## src/hw/rtl/bms_pkg.sv

```systemverilog
// Shared types, constants and register map of the bracket minimum search block.
package bms_pkg;

  localparam int WORD_BITS_DEF = 32;
  localparam int FRAC_BITS_DEF = 16;

  localparam int CFG_ADDR_BITS = 4;
  localparam logic [CFG_ADDR_BITS-1:0] ADDR_GOLD   = 4'h0;
  localparam logic [CFG_ADDR_BITS-1:0] ADDR_GROWTH = 4'h4;
  localparam logic [CFG_ADDR_BITS-1:0] ADDR_FLOOR  = 4'h8;

  localparam logic [17:0] GOLD_RST   = 18'd106039;
  localparam logic [30:0] GROWTH_RST = 31'd6553600;
  localparam logic [15:0] FLOOR_RST  = 16'd1;

  localparam logic OP_START = 1'b0;
  localparam logic OP_VALUE = 1'b1;

  typedef struct packed {
    logic               op;
    logic signed [31:0] start_a;
    logic signed [31:0] start_b;
    logic signed [31:0] f_value;
  } in_word_t;

  typedef struct packed {
    logic               done_res;
    logic signed [31:0] eval_x;
    logic signed [31:0] a_x;
    logic signed [31:0] a_f;
    logic signed [31:0] b_x;
    logic signed [31:0] b_f;
    logic signed [31:0] c_x;
    logic signed [31:0] c_f;
  } out_word_t;

  // search phase: which evaluation the block waits for
  typedef enum logic [2:0] {
    PH_IDLE,
    PH_FA,
    PH_FB,
    PH_FC,
    PH_INNER,
    PH_OUTER,
    PH_SHIFT
  } phase_t;

  // sequencer steps of the shared multiplier and divider
  typedef enum logic [3:0] {
    CS_WAIT,
    CS_ADV,
    CS_RMUL,
    CS_QMUL,
    CS_P1MUL,
    CS_P2MUL,
    CS_NUMDEN,
    CS_LIMCAP,
    CS_DIVWAIT,
    CS_CLASS,
    CS_GMUL,
    CS_GADD
  } ctl_state_t;

endpackage

```

## src/hw/rtl/bms_div.sv

```systemverilog
// Serial restoring divider for the parabola step, one quotient bit per cycle.
module bms_div #(
  parameter int W = bms_pkg::WORD_BITS_DEF,
  parameter int F = bms_pkg::FRAC_BITS_DEF
) (
  input  logic                clk,
  input  logic                rst_n,
  input  logic                start,
  input  logic [W-1:0]        num_mag,
  input  logic [W-1:0]        den_mag,
  input  logic                neg,
  output logic                done,
  output logic signed [W-1:0] quot
);

  localparam int N  = W + F - 1;
  localparam int CW = $clog2(N + 1);
  localparam logic [N-1:0] HALF = N'(1) << (W - 1);
  localparam logic signed [W-1:0] WMAX = {1'b0, {(W-1){1'b1}}};
  localparam logic signed [W-1:0] WMIN = {1'b1, {(W-1){1'b0}}};

  logic [CW-1:0] cnt_r, cnt_nxt;
  logic          busy_r, busy_nxt;
  logic          done_r, done_nxt;
  logic [W-1:0]  rem_r, rem_nxt;
  logic [N-1:0]  acc_r, acc_nxt;
  logic [W-1:0]  den_r, den_nxt;
  logic          neg_r, neg_nxt;
  logic [W:0]    sh;
  logic          qbit;

  always_comb begin
    cnt_nxt  = cnt_r;
    busy_nxt = busy_r;
    done_nxt = done_r;
    rem_nxt  = rem_r;
    acc_nxt  = acc_r;
    den_nxt  = den_r;
    neg_nxt  = neg_r;
    sh       = {rem_r, acc_r[N-1]};
    qbit     = (sh >= {1'b0, den_r});
    if (start) begin
      // dividend is the numerator shifted up by F-1: quotient of num over twice den
      acc_nxt  = {num_mag, {(F-1){1'b0}}};
      rem_nxt  = '0;
      den_nxt  = den_mag;
      neg_nxt  = neg;
      cnt_nxt  = '0;
      busy_nxt = 1'b1;
      done_nxt = 1'b0;
    end else if (busy_r) begin
      rem_nxt = qbit ? W'(sh - {1'b0, den_r}) : sh[W-1:0];
      acc_nxt = {acc_r[N-2:0], qbit};
      cnt_nxt = cnt_r + 1'b1;
      if (cnt_r == CW'(N - 1)) begin
        busy_nxt = 1'b0;
        done_nxt = 1'b1;
      end
    end
  end

  always_comb begin
    if (neg_r) begin
      quot = (acc_r > HALF) ? WMIN : W'(~acc_r[W-1:0] + 1'b1);
    end else begin
      quot = (acc_r > HALF - 1'b1) ? WMAX : acc_r[W-1:0];
    end
  end

  assign done = done_r;

  always_ff @(posedge clk) begin
    if (!rst_n) begin
      busy_r <= 1'b0;
      done_r <= 1'b0;
      cnt_r  <= '0;
    end else begin
      busy_r <= busy_nxt;
      done_r <= done_nxt;
      cnt_r  <= cnt_nxt;
    end
    rem_r <= rem_nxt;
    acc_r <= acc_nxt;
    den_r <= den_nxt;
    neg_r <= neg_nxt;
  end

endmodule

```

## config.mk

```make
export PLATFORM = sky130hd
export DESIGN_NAME = bms_div
export DESIGN_NICKNAME = d
export VERILOG_FILES = /design/src/hw/rtl/bms_pkg.sv /design/src/hw/rtl/bms_div.sv
export SDC_FILE = /design/constraint.sdc
export NUM_CORES = 1
export LEC_CHECK = 0
export BUFFER_PORTS_ARGS = -buffer_cell sky130_fd_sc_hd__buf_2
export CAP_MARGIN = 20
export CORE_ASPECT_RATIO = 1.5
export CORE_UTILIZATION = 50
export CTS_CLUSTER_DIAMETER = 80
export CTS_CLUSTER_SIZE = 16
export DETAILED_ROUTE_END_ITERATION = 10
export PLACE_DENSITY = 0.75
export SYNTH_ARGS = -nofsm -noshare
export SYNTH_HDL_FRONTEND = slang
export SYNTH_SLANG_ARGS = --single-unit
```

## constraint.sdc

```tcl
create_clock -name clk -period 4 [get_ports clk]
set_clock_uncertainty 0.15 [all_clocks]
set_input_delay 1 -clock clk [delete_from_list [all_inputs] [get_ports clk]]
set_output_delay 1 -clock clk [all_outputs]
set_load 0.005 [all_outputs]
```

Word-level counts from Yosys, hierarchy flattened
Index checks and enable logic that the tools add are counted.
{ "word_totals": {"regBits": 120, "latch_bits": 0, "mem_bits_rw": 0, "rom_bits": 0, "in_bits": 68, "out_inout_bits": 33, "elab_cells": 29, "mem_count": 0} }
{ "op_classes": {"add_sub_neg": 3, "multipliers": 0, "div": 0, "order_cmp": 3, "eq_ne": 1, "shift": 0, "mux": 9, "bitwise": 2, "reduce_logical": 3} }
{ "op_table": {"columns": ["op", "count"], "rows": [
  ["32-bit two-way mux", 4],
  ["47-bit two-way mux", 2],
  ["47-bit by 31-bit > comparator with 1-bit output, second input constant", 1],
  ["47-bit by 32-bit > comparator with 1-bit output, second input constant", 1],
  ["33-bit by 32-bit >= comparator with 1-bit output", 1],
  ["32-bit by 1-bit adder with 32-bit output, second input constant", 1],
  ["32-bit NOT", 1],
  ["32-bit subtractor", 1],
  ["6-bit by 1-bit adder with 6-bit output, second input constant", 1],
  ["6-bit equality test, second input constant", 1],
  ["1-bit two-way mux", 3],
  ["2-bit AND reduction", 1],
  ["2-bit nonzero test", 1],
  ["2-bit OR reduction", 1],
  ["1-bit NOT", 1]
]} }

Depth between registers and ports, before layout
Gate-level depths: netlist of run 1.
{ "depth": {"word_depth": 4, "mapped_depth": 14} }

Least setup slack after synthesis of run 1
No wires, ideal clock.
{ "synth_path": {"path_type": "flip-flop to output port", "start": "reg acc_r[1]", "end": "out quot[16]", "arrival_time_ps": 2788, "t_required_ps": 2850, "setup_slack_ps": 62, "path_stages_with_launch": 13, "n_path_buf": 2, "cell_sequence": "dfxtp_1 -> inv_1 -> ha_1 -> or4b_1 -> nor4_1 -> nand4_1 -> o41ai_1 -> nand2b_1 -> buf_2 -> inv_2 -> nand2_2 -> buf_1 -> o311ai_1"} }
{ "synth_between": {"elab_chain_cells": 4} }
{ "synth_lines": {"columns": ["item", "line_no", "text"], "rows": [
  ["start, declared", "bms_div.sv:26", "logic [N-1:0] acc_r, acc_nxt;"],
  ["start signal, assigned", "bms_div.sv:83", "acc_r <= acc_nxt;"],
  ["32-bit NOT", "bms_div.sv:64", "quot = (acc_r > HALF) ? WMIN : W'(~acc_r[W-1:0] + 1'b1);"],
  ["32-bit by 1-bit adder with 32-bit output", "bms_div.sv:64", null],
  ["32-bit two-way mux", "bms_div.sv:64", null],
  ["32-bit two-way mux *", "bms_div.sv:63", "if (neg_r) begin"],
  ["end, declared", "bms_div.sv:13", "output logic signed [W-1:0] quot"]
]} }
Mark *: on every way between the ends. The rest lies on a longest branch, timed or not.

Worst setup path in the final report of run 1
{ "layout_path": {"start": "reg acc_r[19]", "end": "out quot[27]"} }
Same word-level chain as after synthesis.

==> results of run 1 <==
## placed cells by master (no fill, tap or decap), types with 9 or more instances in the layout
master     netlist  final
nand3_1         14     14
a211oi_1        23     22
nand2b_1        11     10
inv_1           55     55
a21oi_1         45     44
buf_6            2      9
mux2i_1         25     25
edfxtp_1        65     65
xnor2_1         16     16
nor4_1          13     10
a21o_1          14     14
nand4_1         17     17
ha_1            36     36
nor2_1          83     83
a22o_1          31     31
o21ai_0         29     26
clkbuf_16        0     20
nand2_1         68     64
o21ai_1          6      9
buf_2            8     98
buf_4            1     62
dfxtp_1         55     53
nor3_1          20     19
o311ai_4         0     13
xor2_1          13     13
## metrics by stage
stage | setup slack [ns] | instances | hold slack (ns) | TNS [ns] | total power (uW)
3_5_place_dp | -0.0463 | 1141 | 0.318 | -0.141 | 2330
6_report | -0.664 | 1191 | 0.325 | -11.38 | 3970
2_1_floorplan | 0.0622 | 843 | 0.294 | 0 | 2070
5_1_grt | -0.783 | 1191 | 0.356 | -15.71 | 4160
4_1_cts | -0.384 | 1176 | 0.327 | -8.26 | 3900
3_3_place_gp | 0.0309 | 1141 | 0.306 | 0 | 2320
## report_power, final
part           switching [uW]  internal, uW
Sequential               74.6          1400
Combinational             537           410
Clock                     609           943
## final cells by class
cell class | count | area [sq um] | area share, %
inverter | 56 | 213 | 2.15
clock buffer | 17 | 425 | 4.31
sequential | 120 | 3060 | 30.9
tap | 196 | 245 | 2.48
clock inverter | 15 | 179 | 1.81
timing repair buffer | 174 | 1170 | 11.9
multi-input combinational | 613 | 4590 | 46.5
## worst min-delay path, cell delays in order (launching register included)
cell and delay, ns:
dfxtp_1 0.33, nand2_1 0.06, o21ai_1 0.05
## cell families (layout without fill, tap and decap cells)
| family | Yosys count | after routing | synth area share, % |
|---|---|---|---|
| and+or+nand+nor | 283 | 284 | 18.7 |
| AOI/OAI and AO/OA | 238 | 238 | 22.6 |
| DFF | 120 | 120 | 40.1 |
| buffers and inverters | 111 | 262 | 5.84 |
| adders and majority gates | 37 | 37 | 6.17 |
| xor gates and xnor gates | 29 | 29 | 3.33 |
| muxes | 25 | 25 | 3.28 |
## routing by layer
metal / share of wire (%) / track usage, % / up-vias
met3: 6.4 / 5.03 / 110
met4: 5.2 / 9.86 / 2
met1: 36 / 27.9 / 3459
met2: 52 / 46.2 / 330
li1: - / - / 3435
met5: 0.16 / 0 / -
## flip-flops by register name, summed over array words and instances (netlist names)
name and cells:
done 1, cnt_r 6, rem_r 32, den_r 32
acc_r 47, neg_r 1, busy_r 1
## synth_stat cells, types with 3 or more instances
| cell type | number | share of area (%) |
|---|---|---|
| nor2_1 | 83 | 4.1 |
| nand2_1 | 68 | 3.3 |
| edfxtp_1 | 65 | 26 |
| dfxtp_1 | 55 | 14 |
| inv_1 | 55 | 2.7 |
| a21oi_1 | 45 | 3.0 |
| clkbuf_1 | 38 | 1.9 |
| ha_1 | 36 | 5.9 |
| a22o_1 | 31 | 3.6 |
| o21ai_0 | 29 | 1.9 |
| mux2i_1 | 25 | 3.3 |
| a211oi_1 | 23 | 2.3 |
| o311ai_1 | 23 | 2.6 |
| nor3_1 | 20 | 1.3 |
| nand4_1 | 17 | 1.4 |
| xnor2_1 | 16 | 1.8 |
| a21o_1 | 14 | 1.4 |
| nand3_1 | 14 | 0.92 |
| nor4_1 | 13 | 1.1 |
| xor2_1 | 13 | 1.5 |
| nand2b_1 | 11 | 0.90 |
| or3_1 | 10 | 0.82 |
| buf_2 | 8 | 0.53 |
| nor2b_1 | 8 | 0.66 |
| or2_2 | 8 | 0.66 |
| o31ai_1 | 7 | 0.69 |
| buf_1 | 6 | 0.30 |
| o21ai_1 | 6 | 0.39 |
| a31oi_1 | 5 | 0.41 |
| and3_1 | 5 | 0.41 |
| nor3b_1 | 5 | 0.49 |
| o311ai_0 | 5 | 0.57 |
| o41ai_1 | 5 | 0.57 |
| a211o_1 | 4 | 0.46 |
| a41o_1 | 4 | 0.53 |
| o21a_1 | 4 | 0.39 |
| o21bai_1 | 4 | 0.39 |
| or4_1 | 4 | 0.39 |
| or4_4 | 3 | 0.44 |
## how the worst max path moves through the flow
stage / endpoint / start / slack, ns
finish: quot[27] / acc_r[19] / -0.66
detailed placement: quot[12] / acc_r[1] / -0.05
CTS: quot[31] / acc_r[15] / -0.38
floorplan: quot[16] / acc_r[1] / 0.06
global placement: quot[31] / acc_r[1] / 0.03
global route: quot[27] / acc_r[19] / -0.78
## repair_timing
| item | 4_1_cts | 5_1_grt |
|---|---|---|
| pin swaps | 5 | 13 |
| endpoints found under the setup margin | 32 | 32 |
| setup buffers | 3 | 9 |
| resized for setup | 11 | 66 |
| gates cloned | 0 | 6 |
==> reports/qor.txt, run 1 <==
status -> complete, but fails checks
failing checks -> negative setup slack
Initial Util -> 51.7%
total die area -> 15800 sq um
Synth Flop Type -> edfxtp_1
Fill cells -> 1113
Netlist cell types -> 73
num rows -> 54
ys async rst share -> 0%
detailed placement HPWL -> 14000 microns
Post-synth EDFFs -> 65
clock-pin slew on the worst setup and hold paths -> 0.06 ns
RR Endpoint -> rem_r[0]
CP Max Fanout -> 5
Final Max Tran Viols -> 0
slowest cell delay on critical path -> 0.59 ns
Final Hold Vio Count -> 0
worst hold path class -> reg2reg
LEAKAGE -> 0.00424 uW
GRT Residual Overflow -> 0
Final Cell Area -> 9880 sq um
reg2reg start -> rem_r[10]
required time of the critical path -> 2.85 ns
Slew headroom -> 42.2%
H-tree depth -> 4
Mapped Area -> 7620 sq um
RSZ-0062 raised after global routing -> yes
Ys Warns -> 0
drt first-iter violations -> 489
DRT Wirelength -> 22300 microns
hold buffer count at CTS -> 0
root buffer cell -> clkbuf_16
Synth Net Count -> 948
TritonCTS clock tree -> built
Layout area overhead -> 29.6%
Critical path buffers and inverters -> 3
TritonCTS sink count -> 120
core area -> 14700 sq um
worst vdd ir -> 0.269 mV
n_diodes -> 0
Num CTS Buffers -> 17
worst skew pair latency -> 0.42 ns
critical path depth in cells -> 11
vias in the first global route -> 6531
CP Cell Sequence -> or4_4 -> nor4_4 -> nand4_1 -> o41ai_2 -> nand2b_2 -> buf_6 -> clkbuf_16 -> o21ai_0 -> nand2_1 -> o311ai_4 -> buf_2
Setup CP Type -> reg2out
initial antenna violation count -> 0
NumNets Final -> 1087
worst reg2reg path depth -> 11
Chip Width -> 103 microns
Vias/cell -> 6.16
Worst Setup Start Kind -> flop
setup ws final -> -0.664 ns
via count -> 7336
Avg Cell Area, Syn -> 9.04 sq um
Final ANT Viol Nets -> 0
Min-Delay Endpoint -> rem_r[10]
io pins -> 101
final worst-path cycle share -> 117%
#FFs+latches synth -> 120
Die Y -> 153 microns
endpoint type of the worst setup path -> output pin
worst-margin pin slew -> 0.867 ns
Slowest cell on crit path -> or4_4
largest net degree at the start of global routing -> 59
Worst path top cell family by delay -> simple AND/OR/NAND/NOR gates
first-pass GRT wire length -> 31100 microns
GR Util All Layers -> 25.3%
Hold Path Origin -> rem_r[10]
share of the yosys chip area belonging to registers -> 40.1%
Pwr Density -> 402 nW/um^2
R2R setup slack -> 0.40 ns
MaxCap Viol Count -> 0
First-pass DRT Iterations -> 7
GPL Wtd Cong -> 0.961
Wirelength per Cell -> 18.8 microns
Final Setup Violations -> 32
Tmin final -> 4.66 ns
Cells after Synth -> 843
Max Fclk -> 214 MHz
Port Buffer Count -> 100
DRC viols -> 0
Clock Tree Buf Depth -> 2
layout cell share with drive strength beyond 1 -> 27.6%
Arr. time, crit path -> 3.51 ns
dpl cell area -> 8610 sq um
WHS Path Cells -> 2
Core Util, Final -> 67.1%
Note: power is estimated with default switching activity, not from simulation.
==> run 2, diff against run 1 <==
--- a/config.mk
+++ b/config.mk
@@ -8,11 +8,11 @@
 export BUFFER_PORTS_ARGS = -buffer_cell sky130_fd_sc_hd__buf_2
 export CAP_MARGIN = 20
 export CORE_ASPECT_RATIO = 1.5
-export CORE_UTILIZATION = 50
+export CORE_UTILIZATION = 30
 export CTS_CLUSTER_DIAMETER = 80
 export CTS_CLUSTER_SIZE = 16
 export DETAILED_ROUTE_END_ITERATION = 10
-export PLACE_DENSITY = 0.75
+export PLACE_DENSITY = 0.51
 export SYNTH_ARGS = -nofsm -noshare
 export SYNTH_HDL_FRONTEND = slang
 export SYNTH_SLANG_ARGS = --single-unit
==> reports/qor.txt, run 2 (synthesis gave the netlist of run 1 again) <==
status -> complete, but fails checks
failing checks -> negative setup slack
via count -> 7005
Port Buffer Count -> 100
required time of the critical path -> 2.85 ns
NetSw -> 1210 uW
Die Y -> 197 microns
NumNets Final -> 1088
TritonCTS sink count -> 120
Wirelength per Cell -> 16.9 microns
initial antenna violation count -> 0
sw frac -> 30.6%
root buffer cell -> clkbuf_16
Arr. time, crit path -> 3.27 ns
setup tns final -> -10.63 ns
Tmin final -> 4.42 ns
GR Util All Layers -> 17.6%
max FFs per register -> 47
Fill cells -> 2561
Setup crit start -> acc_r[1]
CP Max Fanout -> 7
area of the multi-input gates -> 4620 sq um
total power draw -> 3940 uW
dpl cell area -> 8790 sq um
Slew headroom -> 45.6%
worst reg2reg path depth -> 12
Setup CP Type -> reg2out
dpl cells -> 1273
MaxCap Viol Count -> 0
n_diodes -> 0
Vias/cell -> 5.29
setup ws final -> -0.424 ns
RSZ-0062 raised after global routing -> yes
reg2reg start -> den_r[16]
GPL Wtd Cong -> 0.849
Final Max Tran Viols -> 0
Num CTS Buffers -> 17
LEAKAGE -> 0.00424 uW
WHS Path Cells -> 2
Max Fclk -> 226 MHz
non-filler instance count after layout -> 1324
First-pass DRT Iterations -> 4
most frequent cells in the layout -> buf_2 (99), nor2_1 (83), edfxtp_1 (65)
Flop pwr share -> 37.3%
io pins -> 101
DRT Wirelength -> 22400 microns
Clock Tree Buf Depth -> 2
detailed placement HPWL -> 15900 microns
total die area -> 26100 sq um
Pwr Density -> 391 nW/um^2
worst vdd ir -> 0.265 mV
hold buffer count at CTS -> 0
commonest non-fill, non-tap cell in the layout -> buf_2
DRC viols -> 0
vias in the first global route -> 7056
final worst-path cycle share -> 111%
Initial Util -> 30.4%
GRT Residual Overflow -> 0
core area -> 25100 sq um
Final Cell Area -> 10100 sq um
Layout area overhead -> 32.3%
num rows -> 71
layout cell share with drive strength beyond 1 -> 29.4%
Comb pwr share -> 23.7%
Largest Register -> acc_r
biggest regs -> acc_r: 47 flops, den_r: 32 flops, rem_r: 32 flops
worst-margin pin slew -> 0.808 ns
register area -> 3060 sq um
P_int -> 2740 uW
Chip Width -> 132 microns
worst hold path class -> reg2reg
endpoint type of the worst setup path -> output pin
Final Setup Violations -> 32
TritonCTS clock tree -> built
largest net degree at the start of global routing -> 90
clock-pin slew on the worst setup and hold paths -> 0.06 ns
Final Hold Vio Count -> 0
worst skew pair latency -> 0.43 ns
hold_ws -> 0.324 ns
Final ANT Viol Nets -> 0
H-tree depth -> 4
Worst Setup Start Kind -> flop
Hold Path Origin -> rem_r[10]
drt first-iter violations -> 305
Clock power frac -> 39.0%
first-pass GRT wire length -> 36000 microns
[run 2: changes by cell type in the layout (fill, tap and decap cells not counted), moves of 3 or more]
| cell | previous run | this run |
|---|---|---|
| o21ai_0 | 26 | 19 |
| o311ai_2 | 6 | 12 |
| o21ai_2 | 0 | 5 |
| o311ai_1 | 7 | 3 |
| o31ai_1 | 5 | 1 |
| o31ai_2 | 2 | 6 |
| clkbuf_16 | 20 | 17 |
| clkinv_4 | 1 | 4 |
| inv_6 | 7 | 4 |
| or3_1 | 7 | 10 |
| or3_4 | 5 | 2 |
[run 2: what timing repair did]
action | in CTS | in global routing
gates cloned | 2 | 0
pin swaps | 29 | 19
setup buffers | 14 | 7
hold endpoints to repair | 0 | 0
endpoints found under the setup margin | 32 | 32
gates resized for setup | 69 | 38
[run 2: worst paths after layout]
kind                                   to  slack [ns]
worst max-delay path             quot[17]       -0.42
worst min-delay path            rem_r[10]        0.32
worst max register to register  rem_r[31]        0.43
worst min register to register  rem_r[10]        0.32
[run 2: area by class of cell]
type,count,area share (%)
inverters,56,2.11
repair buffers,176,11.8
multi-input cells,612,45.9
clock buffers,17,4.22
clock inverters,15,1.66
flip-flops and latches,120,30.3
well taps,328,4.07
[run 2: metrics by stage]
step	utilization [%]	setup WS (ns)
global placement	35.1	0.0382
detailed placement	35.1	-0.0429
finish	40.3	-0.424
floorplan	-	0.0622
global route	40.3	-0.581
CTS	39.3	-0.436
[run 2: power groups by stage]
stage / sequential, uW / combinational, uW / clock, uW
floorplan: 1470 / 597 / 0
global placement: 1490 / 859 / 0
detailed placement: 1490 / 859 / 0
CTS: 1470 / 905 / 1590
global route: 1480 / 1030 / 1630
finish: 1470 / 933 / 1540
[run 2: critical path, cell delays in order (launching register included)]
cell      delay [ns]
dfxtp_2         0.33
inv_2           0.07
ha_4            0.13
or4b_4          0.49
nor4_4          0.29
nand4_1         0.17
o41ai_2         0.34
nand2b_2        0.18
inv_4           0.12
nand2_8         0.09
buf_6           0.19
o311ai_2        0.28
buf_2           0.16
[run 2: routing by layer]
layer  routed length [microns]  vias up  share of wire, %  global-route usage (%)
met4                       599        0               2.7                    7.84
met5                         0        -                 0                       0
met3                       678       39               3.0                    3.03
li1                          -     3440                 -                       -
met1                      8680     3361                39                    18.1
met2                     12400      165                56                    34.5
==> run 3, diff against run 2 <==
==> config.mk (replaced) <==
export PLATFORM = sky130hd
export DESIGN_NAME = bms_div
export DESIGN_NICKNAME = d
export VERILOG_FILES = /design/src/hw/rtl/bms_pkg.sv /design/src/hw/rtl/bms_div.sv
export SDC_FILE = /design/constraint.sdc
export NUM_CORES = 1
export LEC_CHECK = 0
export CAP_MARGIN = 20
export CORE_ASPECT_RATIO = 1.5
export CORE_UTILIZATION = 30
export CTS_CLUSTER_DIAMETER = 80
export DETAILED_ROUTE_END_ITERATION = 10
export DONT_BUFFER_PORTS = 1
export PLACE_DENSITY = 0.47
export SYNTH_ARGS = -nofsm -noshare
export SYNTH_HDL_FRONTEND = slang
export SYNTH_SLANG_ARGS = --single-unit
==> reports/qor.txt, run 3 (synthesis gave the netlist of run 1 again) <==
TritonCTS clock tree -> built
max FFs per register -> 47
Tmin final -> 4.36 ns
Final Max Tran Viols -> 0
status -> complete, but fails checks
Wirelength per Cell -> 18.0 microns
H-tree depth -> 4
root buffer cell -> clkbuf_16
Die Y -> 197 microns
total power draw -> 3870 uW
Final Setup Violations -> 29
CP Cell Sequence -> buf_6 -> or3_4 -> nor4_4 -> buf_4 -> nand3_2 -> or4_4 -> or3_4 -> or3_4 -> nor3_4 -> xor2_1 -> a21boi_1
Final Hold Vio Count -> 0
detailed placement HPWL -> 15700 microns
Core Util, Final -> 38.6%
NumNets Final -> 998
worst skew pair latency -> 0.43 ns
Setup CP Type -> reg2out
GRT Residual Overflow -> 0
layout cell share with drive strength beyond 1 -> 21.7%
initial antenna violation count -> 0
worst-margin pin slew -> 0.765 ns
Worst Setup Start Kind -> flop
Slowest cell on crit path -> or4_4
Num CTS Buffers -> 17
num rows -> 71
commonest non-fill, non-tap cell in the layout -> nor2_1
total die area -> 26100 sq um
GR Util All Layers -> 17.6%
worst vdd ir -> 0.255 mV
GPL Wtd Cong -> 0.886
Vias/cell -> 5.34
Arr. time, crit path -> 3.21 ns
MaxCap Viol Count -> 0
core area -> 25100 sq um
DRC viols -> 0
setup ws final -> -0.365 ns
n_diodes -> 0
Max Fclk -> 229 MHz
drt first-iter violations -> 307
largest net degree at the start of global routing -> 112
Fill cells -> 2568
Critical path buffers and inverters -> 2
final worst-path cycle share -> 109%
area of the multi-input gates -> 4710 sq um
register area -> 3060 sq um
critical path's most frequent cell -> or3_4
via count -> 6586
biggest regs -> acc_r: 47 flops, den_r: 32 flops, rem_r: 32 flops
most frequent cells in the layout -> nor2_1 (83), buf_4 (74), nand2_1 (65), edfxtp_1 (65), inv_1 (53)
CP Max Fanout -> 3
Layout area overhead -> 26.9%
Initial Util -> 30.4%
Slew headroom -> 49.0%
clock-pin slew on the worst setup and hold paths -> 0.06 ns
Clock Tree Buf Depth -> 2
endpoint type of the worst setup path -> output pin
hold buffer count at CTS -> 0
slowest cell delay on critical path -> 0.43 ns
DRT Wirelength -> 22200 microns
Port Buffer Count -> 0
Chip Width -> 132 microns
Pwr Density -> 400 nW/um^2
LEAKAGE -> 0.00389 uW
TritonCTS sink count -> 120
failing checks -> negative setup slack
RSZ-0062 raised after global routing -> yes
First-pass DRT Iterations -> 4
required time of the critical path -> 2.85 ns
io pins -> 101
Largest Register -> acc_r
first-pass GRT wire length -> 35500 microns
Worst path top cell family by delay -> simple AND/OR/NAND/NOR gates
Final ANT Viol Nets -> 0
vias in the first global route -> 6619
worst hold path class -> reg2reg
## run 3: cell count changes in the layout (fill, tap and decap cells not counted), sizes merged
cell,change
buf,-91
clkinv,+3
inv,-3
nand2,+1
## run 3: final timing paths
| check | slack, ns | startpoint | endpoint | cells past startpoint |
|---|---|---|---|---|
| worst min-delay path | 0.32 | rem_r[15] | rem_r[15] | 2 |
| worst max-delay path | -0.36 | acc_r[0] | quot[31] | 11 |
| worst max register to register | 0.48 | acc_r[46] | rem_r[28] | 13 |
| worst min register to register | 0.32 | rem_r[15] | rem_r[15] | 2 |
## run 3: per-layer routing
metal  up-vias  global-route usage, %  part of all wire, %
li1       3259                      -                    -
met1      3158                   18.4                   39
met2       130                   34.1                   55
met3        39                   3.34                  3.0
met4         0                   6.98                  2.7
met5         -                      0                    0
## run 3: layout make-up
type | instances | share of cell area [%]
Clock buffer | 17 | 4.40
Clock inverter | 15 | 1.59
Inverter | 56 | 2.20
Multi-Input combinational cell | 613 | 48.6
Sequential cell | 120 | 31.6
Tap cell | 328 | 4.24
Timing Repair Buffer | 85 | 7.33
## run 3: stage by stage
step	setup WS (ns)	cell area (sq um)	setup TNS (ns)	std cells	hold WS [ns]
final	-0.365	9680	-6.66	1234	0.321
after global routing	-0.508	9680	-11.40	1234	0.340
after CTS	-0.361	9390	-6.52	1227	0.323
after detailed placement	-0.0330	8340	-0.0330	1183	0.314
after global placement	0.0390	8340	0	1183	0.311
after floorplan	0.0622	7620	0	843	0.294
## run 3: what timing repair did
item                                    4_1_cts  5_1_grt
pin swaps                                    11       11
buffers inserted                             11        8
cloned                                        2        0
resized for setup                            67       39
endpoints found under the setup margin       30       31
## run 3: where the power goes
part | switching [uW] | internal [uW]
clock network | 590 | 916
logic | 503 | 389
registers | 69.2 | 1400
## run 3: worst reg2reg max path, stage by stage, from the launching register on
cell       delay (ns)
edfxtp_1         0.40
inv_1            0.06
ha_1             0.23
fa_1             0.38
nor2b_1          0.21
o2111ai_1        0.16
a31o_2           0.30
a2111oi_0        0.44
buf_4            0.20
nor3_1           0.07
nor2_1           0.24
nand4_1          0.13
a41o_1           0.23
a311oi_1         0.24
